`config.mk`:
```
export PLATFORM = sky130hd
export DESIGN_NAME = priority_scheduler_with_aging_core
export DESIGN_NICKNAME = d
export VERILOG_FILES = /design/src/hw/rtl/psa_pkg.sv /design/src/hw/rtl/priority_scheduler_with_aging_core.sv /design/src/hw/rtl/psa_ram.sv /design/src/hw/rtl/psa_ctrl.sv /design/src/hw/rtl/psa_dp.sv
export SDC_FILE = /design/constraint.sdc
export NUM_CORES = 1
export LEC_CHECK = 0
export ABC_CLOCK_PERIOD_IN_PS = 14700
export BUFFER_PORTS_ARGS = -buffer_cell sky130_fd_sc_hd__buf_4
export CAP_MARGIN = 0
export CORE_MARGIN = 2
export CORE_UTILIZATION = 69
export CTS_BUF_LIST = sky130_fd_sc_hd__clkbuf_8
export DETAILED_ROUTE_END_ITERATION = 12
export HOLD_SLACK_MARGIN = 0.1
export PLACE_DENSITY = 0.94
export SLEW_MARGIN = 20
export SYNTH_ARGS = -nofsm -noshare
export SYNTH_HDL_FRONTEND = slang
export SYNTH_HIERARCHICAL = 1
export SYNTH_SLANG_ARGS = --single-unit
```
`constraint.sdc`:
```
create_clock -name clock -period 14.7 [get_ports clock]
set_input_delay 1.47 -clock clock [delete_from_list [all_inputs] [get_ports clock]]
set_output_delay 1.47 -clock clock [all_outputs]
set_load 0.1 [all_outputs]
```
`src/hw/rtl/psa_pkg.sv`:
```
// ----------------------------------------------------------------------------
// psa_pkg
// Shared types and constants of the priority scheduler with aging: job and
// result payloads, slot table word, and controller command and status groups.
// ----------------------------------------------------------------------------
package psa_pkg;

   localparam int MAX_JOBS_DFLT = 16;
   localparam int ID_W          = 8;
   localparam int ARR_W         = 16;
   localparam int BURST_W       = 16;
   localparam int PRIO_W        = 8;
   localparam int ORD_W         = 6;
   localparam int TIME_W        = 23;
   localparam int STEP_W        = 4;

   localparam logic [STEP_W-1:0] AGING_STEP_RST = STEP_W'(1);

   typedef struct packed {
      logic [ID_W-1:0]    job_id;
      logic [ARR_W-1:0]   arrival;
      logic [BURST_W-1:0] burst;
      logic [PRIO_W-1:0]  start_priority;
      logic               last_job;
   } req_job_type;

   typedef struct packed {
      logic [ID_W-1:0]    out_job_id;
      logic [TIME_W-1:0]  start_time;
      logic [BURST_W-1:0] run_length;
      logic [TIME_W-1:0]  wait_time;
      logic [TIME_W-1:0]  turn_time;
      logic [PRIO_W-1:0]  aged_priority;
      logic               last_result;
   } rsp_result_type;

   typedef struct packed {
      logic [ID_W-1:0]    id;
      logic [ARR_W-1:0]   arrival;
      logic [BURST_W-1:0] burst;
      logic [PRIO_W-1:0]  prio;
      logic [ORD_W-1:0]   order;
   } slot_type;

   localparam int SLOT_W = $bits(slot_type);

   typedef struct packed {
      logic load_wr;
      logic proc_vld;
      logic round_clr;
      logic dispatch;
      logic last_flag;
      logic jump;
      logic batch_clr;
   } ctrl_cmd_type;

   typedef struct packed {
      logic have_best;
      logic have_next;
      logic out_free;
   } dp_status_type;

endpackage

```
`src/hw/rtl/priority_scheduler_with_aging_core.sv`:
```
// ----------------------------------------------------------------------------
// priority_scheduler_with_aging_core
// Jobs load one per cycle while req_ready is high; the job marked last_job
// starts a non-preemptive priority schedule from time 0. Every round scans
// the slot table once through its single read port, one entry per cycle,
// admitting, aging and comparing as it goes, then makes a decision. Each
// round either dispatches one job (one result) or jumps idle time to the
// next arrival, so a batch of N loaded jobs takes between N and 2N rounds.
// A dispatch waits only while the previous result still sits unaccepted in
// the output register. No input is taken during scheduling; csr writes to
// aging_step are taken at any time.
// ----------------------------------------------------------------------------
module priority_scheduler_with_aging_core #(
   parameter int MAX_JOBS = psa_pkg::MAX_JOBS_DFLT
) (
   input  logic                        clock,
   input  logic                        reset,
   input  logic                        csr_wr_en,
   input  logic [psa_pkg::STEP_W-1:0]  csr_wr_data,
   input  logic                        req_valid,
   output logic                        req_ready,
   input  psa_pkg::req_job_type        req_data,
   output logic                        rsp_valid,
   input  logic                        rsp_ready,
   output psa_pkg::rsp_result_type     rsp_data
);

   import psa_pkg::*;

   localparam int IdxW = (MAX_JOBS > 1) ? $clog2(MAX_JOBS) : 1;

   ctrl_cmd_type    cmd;
   dp_status_type   status;
   logic [IdxW-1:0] load_addr;
   logic [IdxW-1:0] rd_addr;
   logic [IdxW-1:0] proc_addr;

   psa_ctrl #(
      .MAX_JOBS (MAX_JOBS)
   ) u_ctrl (
      .clock     (clock),
      .reset     (reset),
      .req_valid (req_valid),
      .req_last  (req_data.last_job),
      .req_ready (req_ready),
      .status    (status),
      .cmd       (cmd),
      .load_addr (load_addr),
      .rd_addr   (rd_addr),
      .proc_addr (proc_addr)
   );

   psa_dp #(
      .MAX_JOBS (MAX_JOBS)
   ) u_dp (
      .clock       (clock),
      .reset       (reset),
      .csr_wr_en   (csr_wr_en),
      .csr_wr_data (csr_wr_data),
      .req_data    (req_data),
      .cmd         (cmd),
      .load_addr   (load_addr),
      .rd_addr     (rd_addr),
      .proc_addr   (proc_addr),
      .status      (status),
      .rsp_valid   (rsp_valid),
      .rsp_ready   (rsp_ready),
      .rsp_data    (rsp_data)
   );

endmodule

```
`src/hw/rtl/psa_ram.sv`:
```
// ----------------------------------------------------------------------------
// psa_ram
// Generic single-write, single-read RAM with registered read data.
// ----------------------------------------------------------------------------
module psa_ram #(
   parameter  int WIDTH = 8,
   parameter  int DEPTH = 16,
   localparam int AddrW = (DEPTH > 1) ? $clog2(DEPTH) : 1
) (
   input  logic             clock,
   input  logic             wr_en,
   input  logic [AddrW-1:0] wr_addr,
   input  logic [WIDTH-1:0] wr_data,
   input  logic [AddrW-1:0] rd_addr,
   output logic [WIDTH-1:0] rd_data
);

   logic [WIDTH-1:0] mem_ff [DEPTH];
   logic [WIDTH-1:0] rd_data_ff;

   always_ff @(posedge clock) begin
      if (wr_en) begin
         mem_ff[wr_addr] <= wr_data;
      end
      rd_data_ff <= mem_ff[rd_addr];
   end

   assign rd_data = rd_data_ff;

endmodule

```
`src/hw/rtl/psa_ctrl.sv`:
```
// ----------------------------------------------------------------------------
// psa_ctrl
// Scheduler controller: load sequencing, table scan addressing, per-round
// dispatch / jump decision and batch bookkeeping.
// ----------------------------------------------------------------------------
module psa_ctrl #(
   parameter  int MAX_JOBS = 16,
   localparam int IdxW     = (MAX_JOBS > 1) ? $clog2(MAX_JOBS) : 1,
   localparam int CntW     = $clog2(MAX_JOBS + 1)
) (
   input  logic                    clock,
   input  logic                    reset,
   input  logic                    req_valid,
   input  logic                    req_last,
   output logic                    req_ready,
   input  psa_pkg::dp_status_type  status,
   output psa_pkg::ctrl_cmd_type   cmd,
   output logic [IdxW-1:0]         load_addr,
   output logic [IdxW-1:0]         rd_addr,
   output logic [IdxW-1:0]         proc_addr
);

   import psa_pkg::*;

   localparam logic [1:0] ST_LOAD   = 2'd0;
   localparam logic [1:0] ST_SCAN   = 2'd1;
   localparam logic [1:0] ST_DECIDE = 2'd2;

   logic [1:0]      state_ff,    state_in;
   logic [CntW-1:0] job_cnt_ff,  job_cnt_in;
   logic [CntW-1:0] fin_ff,      fin_in;
   logic [CntW-1:0] rd_cnt_ff,   rd_cnt_in;
   logic            proc_vld_ff, proc_vld_in;
   logic [IdxW-1:0] proc_idx_ff, proc_idx_in;
   logic            last_disp;

   always_comb begin
      state_in    = state_ff;
      job_cnt_in  = job_cnt_ff;
      fin_in      = fin_ff;
      rd_cnt_in   = rd_cnt_ff;
      proc_vld_in = 1'b0;
      proc_idx_in = proc_idx_ff;
      cmd         = '0;
      last_disp   = ((fin_ff + CntW'(1)) == job_cnt_ff);
      unique case (state_ff)
         ST_LOAD: begin
            if (req_valid) begin
               if (job_cnt_ff < CntW'(MAX_JOBS)) begin
                  cmd.load_wr = 1'b1;
                  job_cnt_in  = job_cnt_ff + CntW'(1);
               end
               if (req_last) begin
                  cmd.round_clr = 1'b1;
                  rd_cnt_in     = '0;
                  state_in      = ST_SCAN;
               end
            end
         end
         ST_SCAN: begin
            cmd.proc_vld = proc_vld_ff;
            if (rd_cnt_ff < job_cnt_ff) begin
               proc_vld_in = 1'b1;
               proc_idx_in = rd_cnt_ff[IdxW-1:0];
               rd_cnt_in   = rd_cnt_ff + CntW'(1);
            end
            if (proc_vld_ff && (rd_cnt_ff == job_cnt_ff)) begin
               state_in = ST_DECIDE;
            end
         end
         ST_DECIDE: begin
            if (status.have_best) begin
               if (status.out_free) begin
                  cmd.dispatch  = 1'b1;
                  cmd.last_flag = last_disp;
                  if (last_disp) begin
                     cmd.batch_clr = 1'b1;
                     job_cnt_in    = '0;
                     fin_in        = '0;
                     state_in      = ST_LOAD;
                  end else begin
                     fin_in        = fin_ff + CntW'(1);
                     cmd.round_clr = 1'b1;
                     rd_cnt_in     = '0;
                     state_in      = ST_SCAN;
                  end
               end
            end else if (status.have_next) begin
               cmd.jump      = 1'b1;
               cmd.round_clr = 1'b1;
               rd_cnt_in     = '0;
               state_in      = ST_SCAN;
            end else begin
               cmd.batch_clr = 1'b1;
               job_cnt_in    = '0;
               fin_in        = '0;
               state_in      = ST_LOAD;
            end
         end
         default: begin
            state_in = ST_LOAD;
         end
      endcase
   end

   always_ff @(posedge clock) begin
      if (reset) begin
         state_ff    <= ST_LOAD;
         job_cnt_ff  <= '0;
         fin_ff      <= '0;
         rd_cnt_ff   <= '0;
         proc_vld_ff <= 1'b0;
         proc_idx_ff <= '0;
      end else begin
         state_ff    <= state_in;
         job_cnt_ff  <= job_cnt_in;
         fin_ff      <= fin_in;
         rd_cnt_ff   <= rd_cnt_in;
         proc_vld_ff <= proc_vld_in;
         proc_idx_ff <= proc_idx_in;
      end
   end

   assign req_ready = (state_ff == ST_LOAD);
   assign load_addr = job_cnt_ff[IdxW-1:0];
   assign rd_addr   = rd_cnt_ff[IdxW-1:0];
   assign proc_addr = proc_idx_ff;

endmodule

```
`src/hw/rtl/psa_dp.sv`:
```
// ----------------------------------------------------------------------------
// psa_dp
// Scheduler datapath: slot table RAM, ready/done flags, scheduling clock,
// admit counter, per-entry admit/age/select stage and result register.
// ----------------------------------------------------------------------------
module psa_dp #(
   parameter  int MAX_JOBS = 16,
   localparam int IdxW     = (MAX_JOBS > 1) ? $clog2(MAX_JOBS) : 1
) (
   input  logic                              clock,
   input  logic                              reset,
   input  logic                              csr_wr_en,
   input  logic [psa_pkg::STEP_W-1:0]        csr_wr_data,
   input  psa_pkg::req_job_type              req_data,
   input  psa_pkg::ctrl_cmd_type             cmd,
   input  logic [IdxW-1:0]                   load_addr,
   input  logic [IdxW-1:0]                   rd_addr,
   input  logic [IdxW-1:0]                   proc_addr,
   output psa_pkg::dp_status_type            status,
   output logic                              rsp_valid,
   input  logic                              rsp_ready,
   output psa_pkg::rsp_result_type           rsp_data
);

   import psa_pkg::*;

   logic [STEP_W-1:0]   step_ff,      step_in;
   logic [MAX_JOBS-1:0] ready_ff,     ready_in;
   logic [MAX_JOBS-1:0] done_ff,      done_in;
   logic [TIME_W-1:0]   time_ff,      time_in;
   logic [ORD_W-1:0]    admit_ff,     admit_in;
   logic                best_vld_ff,  best_vld_in;
   logic [IdxW-1:0]     best_idx_ff,  best_idx_in;
   logic [PRIO_W-1:0]   best_prio_ff, best_prio_in;
   logic [ORD_W-1:0]    best_ord_ff,  best_ord_in;
   logic [ID_W-1:0]     best_id_ff,   best_id_in;
   logic [BURST_W-1:0]  best_burst_ff, best_burst_in;
   logic [TIME_W-1:0]   best_wait_ff, best_wait_in;
   logic                next_vld_ff,  next_vld_in;
   logic [ARR_W-1:0]    next_arr_ff,  next_arr_in;
   logic                rsp_valid_ff, rsp_valid_in;
   rsp_result_type      rsp_data_ff,  rsp_data_in;

   logic [SLOT_W-1:0]   ram_rd_data;
   logic [SLOT_W-1:0]   ram_wr_data;
   logic [IdxW-1:0]     ram_wr_addr;
   slot_type            cur;
   slot_type            upd;
   logic [TIME_W-1:0]   arr_ext;
   logic                cur_rdy;
   logic                cur_done;
   logic                adm;
   logic                rdy_new;
   logic                age;
   logic [PRIO_W-1:0]   step_ext;
   logic                better;
   logic                nxt_better;
   logic                out_free;

   psa_ram #(
      .WIDTH (SLOT_W),
      .DEPTH (MAX_JOBS)
   ) u_slot_ram (
      .clock   (clock),
      .wr_en   (cmd.load_wr | cmd.proc_vld),
      .wr_addr (ram_wr_addr),
      .wr_data (ram_wr_data),
      .rd_addr (rd_addr),
      .rd_data (ram_rd_data)
   );

   // admit, age and compare one table entry
   always_comb begin
      cur       = slot_type'(ram_rd_data);
      arr_ext   = TIME_W'(cur.arrival);
      cur_rdy   = ready_ff[proc_addr];
      cur_done  = done_ff[proc_addr];
      adm       = !cur_rdy && !cur_done && (arr_ext <= time_ff);
      rdy_new   = cur_rdy | adm;
      step_ext  = PRIO_W'(step_ff);
      upd       = cur;
      if (adm) begin
         upd.order = admit_ff;
      end
      age = rdy_new && (arr_ext < time_ff);
      if (age) begin
         upd.prio = (cur.prio > step_ext) ? (cur.prio - step_ext) : '0;
      end
      better = rdy_new && (!best_vld_ff || (upd.prio < best_prio_ff) ||
               ((upd.prio == best_prio_ff) && (upd.order < best_ord_ff)));
      nxt_better = !rdy_new && !cur_done &&
                   (!next_vld_ff || (cur.arrival < next_arr_ff));
   end

   always_comb begin
      if (cmd.load_wr) begin
         ram_wr_addr = load_addr;
         ram_wr_data = SLOT_W'({req_data.job_id, req_data.arrival, req_data.burst,
                                req_data.start_priority, ORD_W'(0)});
      end else begin
         ram_wr_addr = proc_addr;
         ram_wr_data = SLOT_W'(upd);
      end
   end

   assign out_free = !rsp_valid_ff || rsp_ready;

   always_comb begin
      step_in       = csr_wr_en ? csr_wr_data : step_ff;
      ready_in      = ready_ff;
      done_in       = done_ff;
      time_in       = time_ff;
      admit_in      = admit_ff;
      best_vld_in   = best_vld_ff;
      best_idx_in   = best_idx_ff;
      best_prio_in  = best_prio_ff;
      best_ord_in   = best_ord_ff;
      best_id_in    = best_id_ff;
      best_burst_in = best_burst_ff;
      best_wait_in  = best_wait_ff;
      next_vld_in   = next_vld_ff;
      next_arr_in   = next_arr_ff;
      rsp_valid_in  = rsp_valid_ff && !rsp_ready;
      rsp_data_in   = rsp_data_ff;

      if (cmd.proc_vld) begin
         ready_in[proc_addr] = rdy_new;
         if (adm) begin
            admit_in = admit_ff + ORD_W'(1);
         end
         if (better) begin
            best_vld_in   = 1'b1;
            best_idx_in   = proc_addr;
            best_prio_in  = upd.prio;
            best_ord_in   = upd.order;
            best_id_in    = cur.id;
            best_burst_in = cur.burst;
            best_wait_in  = time_ff - arr_ext;
         end
         if (nxt_better) begin
            next_vld_in = 1'b1;
            next_arr_in = cur.arrival;
         end
      end

      if (cmd.dispatch) begin
         ready_in[best_idx_ff]     = 1'b0;
         done_in[best_idx_ff]      = 1'b1;
         time_in                   = time_ff + TIME_W'(best_burst_ff);
         rsp_valid_in              = 1'b1;
         rsp_data_in.out_job_id    = best_id_ff;
         rsp_data_in.start_time    = time_ff;
         rsp_data_in.run_length    = best_burst_ff;
         rsp_data_in.wait_time     = best_wait_ff;
         rsp_data_in.turn_time     = best_wait_ff + TIME_W'(best_burst_ff);
         rsp_data_in.aged_priority = best_prio_ff;
         rsp_data_in.last_result   = cmd.last_flag;
      end

      if (cmd.jump) begin
         time_in = TIME_W'(next_arr_ff);
      end

      if (cmd.round_clr) begin
         best_vld_in = 1'b0;
         next_vld_in = 1'b0;
      end

      if (cmd.batch_clr) begin
         ready_in    = '0;
         done_in     = '0;
         time_in     = '0;
         admit_in    = '0;
         best_vld_in = 1'b0;
         next_vld_in = 1'b0;
      end
   end

   always_ff @(posedge clock) begin
      if (reset) begin
         step_ff      <= AGING_STEP_RST;
         ready_ff     <= '0;
         done_ff      <= '0;
         time_ff      <= '0;
         admit_ff     <= '0;
         best_vld_ff  <= 1'b0;
         next_vld_ff  <= 1'b0;
         rsp_valid_ff <= 1'b0;
      end else begin
         step_ff      <= step_in;
         ready_ff     <= ready_in;
         done_ff      <= done_in;
         time_ff      <= time_in;
         admit_ff     <= admit_in;
         best_vld_ff  <= best_vld_in;
         next_vld_ff  <= next_vld_in;
         rsp_valid_ff <= rsp_valid_in;
      end
   end

   always_ff @(posedge clock) begin
      best_idx_ff   <= best_idx_in;
      best_prio_ff  <= best_prio_in;
      best_ord_ff   <= best_ord_in;
      best_id_ff    <= best_id_in;
      best_burst_ff <= best_burst_in;
      best_wait_ff  <= best_wait_in;
      next_arr_ff   <= next_arr_in;
      rsp_data_ff   <= rsp_data_in;
   end

   assign status.have_best = best_vld_ff;
   assign status.have_next = next_vld_ff;
   assign status.out_free  = out_free;
   assign rsp_valid        = rsp_valid_ff;
   assign rsp_data         = rsp_data_ff;

endmodule
```
==> impl_metrics.ini <==
[power_and_ir_drop]
peakVddDrop_uv = 79.1
power.leakage_nw = 18.1
power.internal_mw = 5.27
seqPwrFrac_pct = 56.3
cellPowerDensity_nw_per_um2 = 130
switchingPower_mw = 1.64
clockPowerShare_pct = 36.9
pwr-share-comb_pct = 6.8
swShare_pct = 23.8

[finish]
drive_gt1_share_pct = 23.9
fillers = 3117
final_common_cell = edfxtp_1
nets = 3109
final_cell_mix = 1047 x edfxtp_1, 224 x mux4_2, 202 x buf_4
syn_to_final_growth_pct = 11.6
regArea_sq_um = 34300
multiInputGateArea_sq_um = 12600

[route]
ant_nets = 0
drc = 0
wl_mm = 131
first_iter_violations = 4994
vias = 28800
wl_per_cell_microns = 32.3
dr.pass1.iters = 8
viasPerCell = 7.12

[global_route]
grt_use_total_pct = 37.3
grt_max_degree = 176
grt.overflow.total = 0
grt_pass1_vias = 29000
grt_pass1_wl_mm = 189
antenna_found_initial = 11

[yosys]
synth.top_cell.area_share_pct = 65.9
synth_area_leader_cell = edfxtp_1
synth_edf_count = 1047
synth-async-reset-ratio_pct = 0
syn_inst = 2708
syn_area_sq_um = 47700
synth_area_per_cell_sq_um = 17.6
ys_seq_area_share_pct = 71.9
ys_ff_latch = 1191
synthFlopType = edfxtp_1
syn-num-nets = 2859
synth_warnings = 6
synth.distinct_cells = 81
yosys-top-cells-area = edfxtp_1 66%, mux4_2 11%, dfxtp_1 6.0%

[clock_network]
numCtsBuffers = 171
cts_setup_buffers = 0
cts_resized = 0
cts_sinks = 1191
clk_pin_slew_ps = 60
clk_path_buf_depth = 3
hold_buffers = 0
cts_tree = yes
clock_latency_ps = 850
htree_levels = 4
root_buffer = clkbuf_8

[floorplan]
coreArea_sq_um = 68600
num_rows = 96
die_area_sq_um = 71300
die_x_microns = 267
ios = 162
initial_core_util_pct = 69.6
fp.dieH_microns = 267

[worst_setup_path]
cp.required_ps = 15150
r2r_slack_ps = 7690
r2r_end = u_dp/best_wait_ff[9]
critical_path.max_fanout = 54
cp-start-kind = flip-flop
reg2reg_from = u_dp/u_slot_ram/rd_data[34]
crit_type = reg -> reg
critPathCaptureType = flip-flop
reg2reg_depth = 15
arrival_ps = 7460

[sta]
final-setup-viol-count = 0
worst_pin_slew_ps = 1200
min_period_ps = 7010
period_share_pct = 47.7
grt_setup_unrepaired = false
relSlewSlack_pct = 19.7
hold_ws_ps = 416
slew_violations = 0
final.setup_skew_ps = 37.2
hold_viol = 0
tns_ps = 0
clock.fmax_mhz = 143

[place]
dp_hpwl_mm = 69.1
place_congestion = 0.958
port_buffers = 161

[hold_path]
holdCritPathClass = reg -> reg
whs_path_depth = 0
hp-start = u_dp/best_id_ff[5]
holdPathEnd = u_dp/rsp_data[99]

[status]
status = complete, no violations

[run]
max_cap_violations = 0
## state kept, by name (all words and copies together), names as in the netlist, 16 cells and up
| register | flops |
|---|---|
| u_dp/best_burst_ff | 16 |
| u_dp/rsp_data | 102 |
| u_dp/time_ff | 23 |
| u_dp/best_wait_ff | 23 |
| u_dp/u_slot_ram/rd_data | 54 |
| u_dp/next_arr_ff | 16 |
| u_dp/ready_ff | 16 |
| u_dp/done_ff | 16 |
| u_dp/u_slot_ram/mem_ff | 864 |
## area by class of cell
| class | instances | area share (%) |
|---|---|---|
| diodes | 3 | 0.0141 |
| clock buffers | 199 | 5.14 |
| clock inverters | 123 | 1.12 |
| inverters | 81 | 0.580 |
| multi-input cells | 1309 | 23.6 |
| flip-flops and latches | 1191 | 64.4 |
| well taps | 931 | 2.19 |
| repair buffers | 204 | 2.92 |
## kinds of logic after synthesis
group / share of synthesized area (%)
buffers and inverters: 2.07
and+or+nand+nor: 4.92
DFF: 71.9
AOI/OAI and AO/OA: 5.28
muxes: 11.9
xor gates and xnor gates: 1.38
adders and majority gates: 2.50
## Yosys cell counts, drive strengths merged, types with 26 or more instances
master	number
mux2	44
a22oi	110
nor3	50
a21o	28
edfxtp	1047
ha	89
dfxtp	144
a21oi	68
inv	81
mux4	224
clkbuf	67
nor2	143
xnor2	48
buf	60
nor2b	26
nand2	133
nand3	44
o21ai	63
## per-stage QoR
stage | utilization (%) | worst slack, ps | cell area [sq um] | instances | power (mW)
floorplan | - | 6340 | 47700 | 2708 | 4.21
global placement | 72.8 | 8320 | 49900 | 3716 | 4.34
detailed placement | 72.8 | 8090 | 49900 | 3716 | 4.39
CTS | 77.7 | 8030 | 53300 | 4038 | 6.91
global route | 77.7 | 7570 | 53300 | 4039 | 7.08
finish | 77.7 | 7690 | 53300 | 4041 | 6.92
## critical path: stages, from the launching register on
cell and delay [ps]:
dfxtp_1 410, inv_1 110, ha_1 400, nand4_1 210, a21oi_1 280, nor2_1 200, o2111ai_1 680, nand3_2 410
nor4_1 580, mux2_2 450, ha_1 340, nand4b_1 140, a2111oi_0 490, a21oi_1 200, nor3_2 860, buf_4 800
## routing by layer
| metal | part of all wire [%] | wire [microns] | up-vias | GRT usage (%) |
|---|---|---|---|---|
| li1 | - | - | 11300 | - |
| met5 | 0.044 | 57 | - | 0 |
| met4 | 6.9 | 9000 | 8 | 21.7 |
| met1 | 32 | 41300 | 13900 | 46.8 |
| met3 | 14 | 18500 | 708 | 11.3 |
| met2 | 47 | 61600 | 2890 | 58.3 |
## power by group through the flow
stage	combinational (mW)	sequential [mW]	clock, mW
final	0.471	3.89	2.55
after global routing	0.495	3.89	2.69
after CTS	0.454	3.89	2.56
after detailed placement	0.435	3.95	0
after global placement	0.394	3.94	0
after floorplan	0.293	3.92	0
## how the worst max path moves through the flow
stage | startpoint | slack (ps) | endpoint
after global placement | u_ctrl/proc_addr[0] | 8320 | u_dp/best_burst_ff[10]
after global routing | u_dp/u_slot_ram/rd_data[34] | 7570 | u_dp/best_burst_ff[9]
after CTS | u_ctrl/proc_addr[0] | 8030 | u_dp/best_burst_ff[15]
after detailed placement | u_ctrl/proc_addr[0] | 8090 | u_dp/best_burst_ff[13]
after floorplan | u_ctrl/proc_addr[0] | 6340 | u_dp/best_burst_ff[0]
final | u_dp/u_slot_ram/rd_data[34] | 7690 | u_dp/best_wait_ff[9]
Power figures use the tool's default switching activity.
